--- src/sv/stop_and_wait_segment_sender_defines.svh ---
// ----------------------------------------------------------------------------
// Stop-and-wait segment sender assertion macros
// Shared concurrent assertion forms used at the end of the top level.
// ----------------------------------------------------------------------------
`ifndef STOP_AND_WAIT_SEGMENT_SENDER_DEFINES_SVH
`define STOP_AND_WAIT_SEGMENT_SENDER_DEFINES_SVH

// Same-cycle implication, disabled while reset is asserted.
`define SWS_ASSERT_SAME(name, clk, rst_n, ante, cons) \
    name: assert property (@(posedge clk) disable iff (!rst_n) (ante) |-> (cons)) \
        else $error("sws assertion failed");

// Next-cycle implication, disabled while reset is asserted.
`define SWS_ASSERT_NEXT(name, clk, rst_n, ante, cons) \
    name: assert property (@(posedge clk) disable iff (!rst_n) (ante) |=> (cons)) \
        else $error("sws assertion failed");

`endif

--- src/sv/sws_pkg.sv ---
// ----------------------------------------------------------------------------
// Stop-and-wait segment sender package
// Event, action, phase and configuration types shared by the block.
// ----------------------------------------------------------------------------
package sws_pkg;

    typedef enum logic [2:0] {
        REQ_START    = 3'd0,
        REQ_TX_DONE  = 3'd1,
        REQ_ACK      = 3'd2,
        REQ_RX_FAIL  = 3'd3,
        REQ_TIMEOUT  = 3'd4
    } req_t;

    typedef enum logic [1:0] {
        ACT_SEND     = 2'd0,
        ACT_COMPLETE = 2'd1,
        ACT_ABORT    = 2'd2
    } action_t;

    typedef enum logic [1:0] {
        CAUSE_FIRST   = 2'd0,
        CAUSE_NACK    = 2'd1,
        CAUSE_TIMEOUT = 2'd2
    } cause_t;

    typedef enum logic [1:0] {
        ACK_PENDING = 2'd0,
        ACK_OK      = 2'd1,
        ACK_FAIL    = 2'd2,
        ACK_TIMEOUT = 2'd3
    } ack_t;

    typedef enum logic [2:0] {
        PH_IDLE     = 3'b001,
        PH_WAIT_TX  = 3'b010,
        PH_WAIT_ACK = 3'b100
    } phase_t;

    localparam logic [7:0] CFG_LAST_SEGMENT  = 8'd0;
    localparam logic [7:0] CFG_RETRY_LIMIT   = 8'd1;
    localparam logic [7:0] CFG_ACK_OK_MASK   = 8'd2;
    localparam logic [7:0] CFG_SEGMENT_BYTES = 8'd3;

    localparam logic [15:0] LAST_MARK = 16'h8000;

    localparam logic [15:0] RST_LAST_SEGMENT  = 16'd0;
    localparam logic [7:0]  RST_RETRY_LIMIT   = 8'd3;
    localparam logic [7:0]  RST_ACK_OK_MASK   = 8'd1;
    localparam logic [7:0]  RST_SEGMENT_BYTES = 8'd64;

    typedef struct packed {
        logic [15:0] last_segment;
        logic [7:0]  retry_limit;
        logic [7:0]  ack_ok_mask;
        logic [7:0]  segment_bytes;
    } cfg_t;

    typedef struct packed {
        logic [2:0] req_type;
        logic [7:0] ack_byte;
    } item_t;

    typedef struct packed {
        logic [1:0]  action;
        logic [15:0] segment_number;
        logic [23:0] storage_offset;
        logic [15:0] header_word;
        logic [1:0]  send_cause;
    } result_t;

endpackage

--- src/sv/sws_cfg_regs.sv ---
// ----------------------------------------------------------------------------
// Configuration registers
// Holds the four software registers, written through the configuration port.
// ----------------------------------------------------------------------------
module sws_cfg_regs (
    input  logic          clk,
    input  logic          rst_n,
    input  logic          wr_en,
    input  logic [7:0]    wr_index,
    input  logic [15:0]   wr_data,
    output sws_pkg::cfg_t cfg
);
    import sws_pkg::*;

    cfg_t cfg_reg;
    cfg_t cfg_next;

    always_comb
    begin
        cfg_next = cfg_reg;
        if (wr_en)
        begin
            unique case (wr_index)
                CFG_LAST_SEGMENT:  cfg_next.last_segment  = wr_data;
                CFG_RETRY_LIMIT:   cfg_next.retry_limit   = wr_data[7:0];
                CFG_ACK_OK_MASK:   cfg_next.ack_ok_mask   = wr_data[7:0];
                CFG_SEGMENT_BYTES: cfg_next.segment_bytes = wr_data[7:0];
                default:           cfg_next = cfg_reg;
            endcase
        end
    end

    always_ff @(posedge clk or negedge rst_n)
    begin
        if (!rst_n)
        begin
            cfg_reg.last_segment  <= RST_LAST_SEGMENT;
            cfg_reg.retry_limit   <= RST_RETRY_LIMIT;
            cfg_reg.ack_ok_mask   <= RST_ACK_OK_MASK;
            cfg_reg.segment_bytes <= RST_SEGMENT_BYTES;
        end
        else
        begin
            cfg_reg <= cfg_next;
        end
    end

    assign cfg = cfg_reg;

endmodule

--- src/sv/sws_in_stage.sv ---
// ----------------------------------------------------------------------------
// Input register
// Captures one event per transfer and holds it until the core consumes it.
// ----------------------------------------------------------------------------
module sws_in_stage (
    input  logic           clk,
    input  logic           rst_n,
    input  logic           load,
    input  sws_pkg::item_t item_in,
    input  logic           consume,
    output logic           valid,
    output sws_pkg::item_t item_out
);
    import sws_pkg::*;

    logic  valid_reg;
    logic  valid_next;
    item_t item_reg;

    always_comb
    begin
        valid_next = valid_reg;
        if (load)
            valid_next = 1'b1;
        else if (consume)
            valid_next = 1'b0;
    end

    always_ff @(posedge clk or negedge rst_n)
    begin
        if (!rst_n)
            valid_reg <= 1'b0;
        else
            valid_reg <= valid_next;
    end

    always_ff @(posedge clk)
    begin
        if (load)
            item_reg <= item_in;
    end

    assign valid    = valid_reg;
    assign item_out = item_reg;

endmodule

--- src/sv/sws_core.sv ---
// ----------------------------------------------------------------------------
// Sender core
// Protocol state and the combinational step that takes one event and may produce a
// command: latching, phase moves, retry accounting and the send fields.
// ----------------------------------------------------------------------------
module sws_core (
    input  logic             clk,
    input  logic             rst_n,
    input  logic             fire,
    input  sws_pkg::item_t   item,
    input  sws_pkg::cfg_t    cfg,
    output logic             emit,
    output sws_pkg::result_t result
);
    import sws_pkg::*;

    phase_t      phase_reg;
    phase_t      phase_next;
    logic [15:0] count_reg;
    logic [15:0] count_next;
    logic [7:0]  retries_reg;
    logic [7:0]  retries_next;
    ack_t        latch_reg;
    ack_t        latch_next;
    logic        txf_reg;
    logic        txf_next;

    logic        event_seen;
    logic        do_tx;
    ack_t        got;
    action_t     act;
    cause_t      cause;
    logic        is_send;

    always_comb
    begin
        phase_next   = phase_reg;
        count_next   = count_reg;
        retries_next = retries_reg;
        latch_next   = latch_reg;
        txf_next     = txf_reg;
        event_seen   = 1'b0;
        do_tx        = 1'b0;
        got          = ACK_PENDING;
        emit         = 1'b0;
        act          = ACT_SEND;
        cause        = CAUSE_FIRST;

        if (fire)
        begin
            unique case (item.req_type)
                REQ_START:
                begin
                    if (phase_reg == PH_IDLE)
                    begin
                        count_next   = '0;
                        latch_next   = ACK_PENDING;
                        txf_next     = 1'b0;
                        retries_next = cfg.retry_limit;
                        do_tx        = 1'b1;
                    end
                end
                REQ_TX_DONE:
                begin
                    txf_next   = 1'b1;
                    event_seen = 1'b1;
                end
                REQ_ACK:
                begin
                    latch_next = ((item.ack_byte & cfg.ack_ok_mask) != 8'd0) ?
                                 ACK_OK : ACK_FAIL;
                    event_seen = 1'b1;
                end
                REQ_RX_FAIL:
                begin
                    latch_next = ACK_FAIL;
                    event_seen = 1'b1;
                end
                REQ_TIMEOUT:
                begin
                    latch_next = ACK_TIMEOUT;
                    event_seen = 1'b1;
                end
                default:
                begin
                    event_seen = 1'b0;
                end
            endcase

            // Latched events are consumed in the same step once the phase allows.
            if (event_seen)
            begin
                if (phase_next == PH_WAIT_TX && txf_next)
                begin
                    txf_next   = 1'b0;
                    phase_next = PH_WAIT_ACK;
                end
                if (phase_next == PH_WAIT_ACK && latch_next != ACK_PENDING)
                begin
                    got        = latch_next;
                    latch_next = ACK_PENDING;
                    unique case (got)
                        ACK_OK:
                        begin
                            if (count_reg == cfg.last_segment)
                            begin
                                phase_next = PH_IDLE;
                                emit       = 1'b1;
                                act        = ACT_COMPLETE;
                            end
                            else
                            begin
                                count_next   = count_reg + 16'd1;
                                retries_next = cfg.retry_limit;
                                do_tx        = 1'b1;
                            end
                        end
                        ACK_FAIL:
                        begin
                            do_tx = 1'b1;
                            cause = CAUSE_NACK;
                        end
                        ACK_TIMEOUT:
                        begin
                            do_tx = 1'b1;
                            cause = CAUSE_TIMEOUT;
                        end
                        default:
                        begin
                            do_tx = 1'b0;
                        end
                    endcase
                end
            end

            if (do_tx)
            begin
                emit = 1'b1;
                if (retries_next == 8'd0)
                begin
                    phase_next = PH_IDLE;
                    act        = ACT_ABORT;
                end
                else
                begin
                    retries_next = retries_next - 8'd1;
                    phase_next   = PH_WAIT_TX;
                    act          = ACT_SEND;
                end
            end
        end
    end

    assign is_send = (act == ACT_SEND);

    always_comb
    begin
        result.action         = act;
        result.segment_number = count_next;
        result.storage_offset = '0;
        result.header_word    = '0;
        result.send_cause     = '0;
        if (is_send)
        begin
            result.storage_offset = 24'(count_next) * 24'(cfg.segment_bytes);
            result.header_word    = (count_next == cfg.last_segment) ?
                                    (count_next ^ LAST_MARK) : count_next;
            result.send_cause     = cause;
        end
    end

    always_ff @(posedge clk or negedge rst_n)
    begin
        if (!rst_n)
        begin
            phase_reg   <= PH_IDLE;
            count_reg   <= '0;
            retries_reg <= '0;
            latch_reg   <= ACK_PENDING;
            txf_reg     <= 1'b0;
        end
        else
        begin
            phase_reg   <= phase_next;
            count_reg   <= count_next;
            retries_reg <= retries_next;
            latch_reg   <= latch_next;
            txf_reg     <= txf_next;
        end
    end

endmodule

--- src/sv/sws_out_stage.sv ---
// ----------------------------------------------------------------------------
// Result register
// Holds one command until the downstream side takes the transfer.
// ----------------------------------------------------------------------------
module sws_out_stage (
    input  logic             clk,
    input  logic             rst_n,
    input  logic             load,
    input  sws_pkg::result_t result_in,
    input  logic             taken,
    output logic             valid,
    output sws_pkg::result_t result_out
);
    import sws_pkg::*;

    logic    valid_reg;
    logic    valid_next;
    result_t result_reg;

    always_comb
    begin
        valid_next = valid_reg;
        if (load)
            valid_next = 1'b1;
        else if (taken)
            valid_next = 1'b0;
    end

    always_ff @(posedge clk or negedge rst_n)
    begin
        if (!rst_n)
            valid_reg <= 1'b0;
        else
            valid_reg <= valid_next;
    end

    always_ff @(posedge clk)
    begin
        if (load)
            result_reg <= result_in;
    end

    assign valid      = valid_reg;
    assign result_out = result_reg;

endmodule

--- src/sv/stop_and_wait_segment_sender.sv ---
// An event is captured in the input register; its command is captured in the result register.
// Throughput: one event per cycle while not stalled; the step logic is combinational
// between the input register and the result register.
// The event input stalls only while both registers are full and the command is not taken.
// Reset (rst_n, asynchronous, active low) returns the phase to idle, clears the
// counters and latches and loads the configuration registers with their defaults.
// ----------------------------------------------------------------------------
// Stop-and-wait segment sender
// Sends image segments one at a time, resending on negative ack or timeout
// and aborting when a segment runs out of transmissions.
// ----------------------------------------------------------------------------
`include "stop_and_wait_segment_sender_defines.svh"

module stop_and_wait_segment_sender (
    input  logic        clk,
    input  logic        rst_n,
    input  logic        in_valid,
    output logic        in_ready,
    input  logic [2:0]  req_type,
    input  logic [7:0]  ack_byte,
    output logic        out_valid,
    input  logic        out_ready,
    output logic [1:0]  action,
    output logic [15:0] segment_number,
    output logic [23:0] storage_offset,
    output logic [15:0] header_word,
    output logic [1:0]  send_cause,
    input  logic        cfg_valid,
    output logic        cfg_ready,
    input  logic [7:0]  cfg_index,
    input  logic [15:0] cfg_data
);
    import sws_pkg::*;

    cfg_t    cfg;
    item_t   item_in;
    item_t   item_held;
    logic    stage_valid;
    logic    advance;
    logic    fire;
    logic    in_fire;
    logic    emit;
    result_t step_result;
    result_t out_result;

    assign cfg_ready = 1'b1;

    assign item_in.req_type = req_type;
    assign item_in.ack_byte = ack_byte;

    // The held event moves on whenever the result register is free or draining.
    assign advance  = !out_valid || out_ready;
    assign fire     = stage_valid && advance;
    assign in_ready = !stage_valid || advance;
    assign in_fire  = in_valid && in_ready;

    sws_cfg_regs u_cfg (
        .clk      (clk),
        .rst_n    (rst_n),
        .wr_en    (cfg_valid && cfg_ready),
        .wr_index (cfg_index),
        .wr_data  (cfg_data),
        .cfg      (cfg)
    );

    sws_in_stage u_in (
        .clk      (clk),
        .rst_n    (rst_n),
        .load     (in_fire),
        .item_in  (item_in),
        .consume  (fire),
        .valid    (stage_valid),
        .item_out (item_held)
    );

    sws_core u_core (
        .clk    (clk),
        .rst_n  (rst_n),
        .fire   (fire),
        .item   (item_held),
        .cfg    (cfg),
        .emit   (emit),
        .result (step_result)
    );

    sws_out_stage u_out (
        .clk        (clk),
        .rst_n      (rst_n),
        .load       (emit),
        .result_in  (step_result),
        .taken      (out_ready),
        .valid      (out_valid),
        .result_out (out_result)
    );

    assign action         = out_result.action;
    assign segment_number = out_result.segment_number;
    assign storage_offset = out_result.storage_offset;
    assign header_word    = out_result.header_word;
    assign send_cause     = out_result.send_cause;

    `SWS_ASSERT_SAME(a_stall_only_when_full, clk, rst_n, !in_ready,
        stage_valid && out_valid && !out_ready)
    `SWS_ASSERT_NEXT(a_command_captured, clk, rst_n, emit, out_valid)
    `SWS_ASSERT_SAME(a_idle_fields_zero, clk, rst_n,
        out_valid && (action == ACT_COMPLETE || action == ACT_ABORT),
        storage_offset == 24'd0 && header_word == 16'd0 && send_cause == 2'd0)

endmodule
--- config.mk ---
export PLATFORM = sky130hd
export DESIGN_NAME = stop_and_wait_segment_sender
export DESIGN_NICKNAME = d
export VERILOG_FILES = /design/src/sv/sws_pkg.sv /design/src/sv/sws_cfg_regs.sv /design/src/sv/sws_in_stage.sv /design/src/sv/sws_core.sv /design/src/sv/sws_out_stage.sv /design/src/sv/stop_and_wait_segment_sender.sv
export VERILOG_INCLUDE_DIRS = /design/src /design/src/sv
export SDC_FILE = /design/constraint.sdc
export NUM_CORES = 1
export LEC_CHECK = 0
export BUFFER_PORTS_ARGS = -buffer_cell sky130_fd_sc_hd__buf_2
export CORE_MARGIN = 5
export CORE_UTILIZATION = 28
export CTS_CLUSTER_DIAMETER = 30
export DETAILED_ROUTE_END_ITERATION = 7
export PLACE_DENSITY = 0.46
export SYNTH_ARGS = -nofsm -noshare
export SYNTH_HDL_FRONTEND = slang
export SYNTH_SLANG_ARGS = --single-unit
--- constraint.sdc ---
create_clock -name clk -period 7 [get_ports clk]
set_clock_uncertainty 0.05 [all_clocks]
set_input_delay 0 -clock clk [delete_from_list [all_inputs] [get_ports clk]]
set_output_delay 0 -clock clk [all_outputs]
set_load 0.02 [all_outputs]
==> tab_implementation.tex <==
\begin{tabular}{lr}
\hline
Metric & Value \\
\hline
\multicolumn{2}{l}{\textbf{Power}} \\
\quad Logic gate share of total power & 28.4\% \\
\quad Switch Pwr & 0.978 mW \\
\quad Clk pwr share & 33.1\% \\
\quad Cell leakage power & 6.49 nW \\
\quad Share of total power consumed by net switching & 34.4\% \\
\quad Power consumption & 2.84 mW \\
\quad P per Cell Area & 203 nW/um\^{}2 \\
\quad Share of total power in sequential cells & 38.4\% \\
\quad Maximum vdd drop & 0.180 mV \\
\quad Int Power & 1.86 mW \\
\multicolumn{2}{l}{\textbf{Synth}} \\
\quad Multiplexer area fraction after synthesis & 6.05\% \\
\quad Yosys warns & 0 \\
\quad Mapped Nets & 1195 \\
\quad Post-synthesis cell count & 1025 \\
\quad Post-synthesis share of cell area spent on and, or, nand and nor gates & 17.9\% \\
\quad Top post-synthesis cells by area & edfxtp\_1 (20\%), fa\_1 (16\%), dfrtp\_1 (16\%), ha\_1 (5.4\%), mux2\_2 (4.9\%) \\
\quad Syn Area/Cell & 10.5 sq um \\
\quad Compound-Gate Fraction of Synth Area & 9.07\% \\
\quad Library cell with the largest summed area after synthesis & edfxtp\_1 \\
\quad Top FF cell, synth & edfxtp\_1 \\
\quad Proportion of netlist area held by the largest area contributor & 19.8\% \\
\quad Synth async-reset ratio & 50.3\% \\
\quad Synthesized cell area & 10800 sq um \\
\quad Number of flops mapped to enable cells by yosys & 71 \\
\quad Largest family of logic cells by synthesized area & adder cells \\
\quad Fraction of the yosys area taken by sequential cells & 36.6\% \\
\quad Adder-cell area share of the yosys netlist & 21.0\% \\
\quad Number of synthesized register bits & 143 \\
\quad Xor/xnor cell area share of the yosys netlist & 3.91\% \\
\quad Number of distinct standard cells referenced by the synthesized netlist & 71 \\
\multicolumn{2}{l}{\textbf{Critical path}} \\
\quad Kind of launch point of the worst setup path & flip-flop \\
\quad Critical path data arrival time & 6.89 ns \\
\quad Worst R2R Path Depth & 23 \\
\quad Crit-path slowest cell & fa\_1 \\
\quad Number of buffers and inverters on the critical path & 3 \\
\quad Max FO, Critical Path & 5 \\
\quad Critical path cell sequence & nor4bb\_4, a211oi\_2, or3\_4, a211o\_1, or4\_4, a21boi\_4, nand2\_2, fa\_1, fa\_1, inv\_2, fa\_1, inv\_2, fa\_2, inv\_2, ha\_4, or3\_4, o21a\_4, a21oi\_4, a21oi\_2, a31oi\_2, o21ai\_2, or4\_4, and3\_4 \\
\quad Worst R2R End & u\_out.result\_out[41] \\
\quad Reg2Reg Setup Slack & 0.26 ns \\
\quad Worst EP required & 7.16 ns \\
\quad Worst Setup Path Type & reg2reg \\
\quad Worst flop-to-flop path startpoint & u\_core.phase\_reg[2] \\
\quad Top delay family on crit path & adder cells \\
\quad Capturing element type of the critical path & flip-flop \\
\quad Largest incremental delay on the critical path & 0.54 ns \\
\multicolumn{2}{l}{\textbf{Global route}} \\
\quad Global-route congestion overflow total & 0 \\
\quad Number of global-route vias before repair & 8984 \\
\quad Total GRT Usage & 15.0\% \\
\quad First-pass GRT wire length & 49500 um \\
\quad Initial antenna violation count & 1 \\
\quad Maximum number of pins on one net before global-route repair & 73 \\
\multicolumn{2}{l}{\textbf{Floorplanning}} \\
\quad Initial core utilization & 28.5\% \\
\quad Chip Width & 206 um \\
\quad Die H & 206 um \\
\quad Die ar. & 42400 sq um \\
\quad Count of boundary I/O pins & 103 \\
\quad Number of rows created at floorplan & 71 \\
\quad Total core area & 37800 sq um \\
\multicolumn{2}{l}{\textbf{CTS}} \\
\quad Clock tree from TritonCTS & yes \\
\quad Insertion delay of the later-clocked pin in the worst-skew pair & 0.44 ns \\
\quad Maximum clock insertion buffer count & 2 \\
\quad Clock tree root driver cell & clkbuf\_16 \\
\quad CTS Buf Count & 17 \\
\quad Clock-pin slew of the registers on the worst-case setup and hold paths & 0.07 ns \\
\quad H-Tree Level Count & 4 \\
\quad Clk sink count & 143 \\
\multicolumn{2}{l}{\textbf{STA}} \\
\quad Shortest clock period the worst path allows after layout & 6.74 ns \\
\quad Worst hold slack after final layout & 0.0438 ns \\
\quad Final worst slack & 0.261 ns \\
\quad Max-slew headroom & 33.7\% \\
\quad Aggregate negative setup slack & 0 ns \\
\quad Pins Over Slew Limit & 0 \\
\quad Post-route fraction of the period consumed by the critical path & 96.3\% \\
\quad Unrepaired setup endpoints after global routing & no \\
\quad Worst-margin pin slew & 0.995 ns \\
\quad Number of setup violations in the final report & 0 \\
\quad Fmax & 148 MHz \\
\quad Hold Vio Cnt, Final & 0 \\
\multicolumn{2}{l}{\textbf{Hold path}} \\
\quad Hold path depth & 3 \\
\quad Hold path endpoint & u\_cfg.cfg[25] \\
\quad Origin of the worst min-delay path & cfg\_index[1] \\
\quad Hold WC Path Type & in2reg \\
\multicolumn{2}{l}{\textbf{Detailed routing}} \\
\quad Routed wire length & 30600 um \\
\quad Remaining routing DRC violations & 0 \\
\quad DR vias/cell & 4.63 \\
\quad Drt first pass iters & 5 \\
\quad Routed vias & 8349 \\
\quad DR WL/cell & 17.0 um \\
\quad Initial DRC count & 359 \\
\quad Antenna-violating nets left & 0 \\
\multicolumn{2}{l}{\textbf{Run}} \\
\quad Maximum Capacitance Violations & 0 \\
\multicolumn{2}{l}{\textbf{Placed design}} \\
\quad Final estimated routing congestion in global placement & 0.867 \\
\quad Worst-case setup slack after placement & -0.149 ns \\
\quad Number of input and output port buffers inserted & 101 \\
\quad Final HPWL from detailed placement & 22800 um \\
\quad Cell total after placement & 1711 \\
\multicolumn{2}{l}{\textbf{Layout}} \\
\quad Antenna fix cells & 0 \\
\quad Area of the multi-input gates & 6520 sq um \\
\quad Number of standard cells in the layout, taps in and fillers out & 1804 \\
\quad Count of filler cells inserted in the layout & 3796 \\
\quad Register area & 3940 sq um \\
\quad Layout overhead on the synthesized area & 30.4\% \\
\quad Total number of nets in the final design & 1450 \\
\quad Flip-flop count of the largest register, all copies and words added & 60 \\
\quad Fraction of final layout cells sized beyond drive strength 1 & 31.0\% \\
\multicolumn{2}{l}{\textbf{Status}} \\
\quad Run status & complete, no violations \\
\hline
\end{tabular}
==> placed cells by master, fill, tap and decap left out, types with 9 or more instances in the layout <==
cell type      count
clkbuf_16         17
xnor2_1           29
nor2_1            62
nand2_1           68
mux2i_1            9
nor3_1            14
dfrtp_1           66
xor2_1            19
inv_1             98
dlygate4sd3_1     31
o21ai_0           21
and3_1            14
nand2b_1           9
fa_1              83
nand3_1           15
buf_2            100
ha_1              42
nand4_1           10
and2_1            79
nor2b_1           37
buf_4            140
a21oi_1           29
mux2_2            46
edfxtp_1          71
o21ai_1           10
==> power by group through the flow <==
stage / logic, mW / clock network (mW) / registers [mW]
final: 0.807 / 0.941 / 1.09
after global routing: 0.896 / 1.01 / 1.10
after CTS: 0.777 / 0.976 / 1.09
after detailed placement: 0.745 / 0 / 1.10
after global placement: 0.743 / 0 / 1.10
after floorplan: 0.408 / 0 / 1.13
==> worst max-delay path by stage <==
stage                         from  slack (ns)              endpoint  cells after the start
2_1_floorplan  u_core.phase_reg[2]        0.01  u_out.result_out[41]                     26
3_3_place_gp   u_core.phase_reg[2]       -0.05  u_out.result_out[41]                     23
3_5_place_dp   u_core.phase_reg[2]       -0.15  u_out.result_out[41]                     23
4_1_cts        u_core.phase_reg[2]      0.0004  u_out.result_out[41]                     26
5_1_grt        u_core.phase_reg[2]      0.0008  u_out.result_out[40]                     27
6_report       u_core.phase_reg[2]        0.26  u_out.result_out[41]                     23
==> tightest hold or removal path, stage by stage <==
cell and delay, ns:
buf_2 0.13, nor3b_4 0.13, mux2_2 0.25
==> cells in the mapped netlist, types with 9 or more instances <==
library cell,count
dfrtp_1,67
nand3_1,16
inv_1,106
a21o_1,9
nor2b_1,38
mux2_2,47
nand4_1,10
nand2b_1,9
o21ai_0,25
edfxtp_1,71
and3_1,15
nor3_1,15
nor2_1,64
fa_1,84
mux2i_1,11
and2_1,81
nand2_1,70
clkbuf_1,28
ha_1,46
xor2_1,19
o21ai_1,11
xnor2_1,29
a21oi_1,35
==> through the flow <==
step / utilization, % / cell area, sq um
floorplan: - / 10800
global placement: 33.5 / 12600
detailed placement: 33.5 / 12600
CTS: 36.3 / 13700
global route: 37.1 / 14000
finish: 37.1 / 14000
==> layout make-up <==
type / count / area share [%]
Multi-Input combinational cell: 736 / 46.5
Sequential cell: 143 / 28.1
Timing Repair Buffer: 276 / 13.7
Tap cell: 511 / 4.56
Clock buffer: 17 / 3.03
Inverter: 106 / 2.84
Clock inverter: 15 / 1.20
==> per-layer routing <==
layer	share of wire (%)	vias up	track usage, %
li1	-	3991	-
met1	48	4202	20.8
met2	47	138	24.6
met3	3.9	18	2.56
met4	1.4	0	3.92
met5	0	-	0
==> logic make-up (layout without fill, tap and decap cells) <==
kind of cell,Yosys count,count (layout)
other cells,1,1
flops,143,143
xor+xnor,48,48
buf+inv,146,414
compound gates,141,141
simple gates,357,357
fa+ha+maj,130,130
mux,59,59
==> repair_timing <==
action,4_1_cts,5_1_grt
setup buffers,13,18
resized for setup,13,50
hold endpoints to repair,120,0
pin swaps,17,34
endpoints found under the setup margin,3,5
hold buffers,31,0
Note: power is estimated with default switching activity, not from simulation.
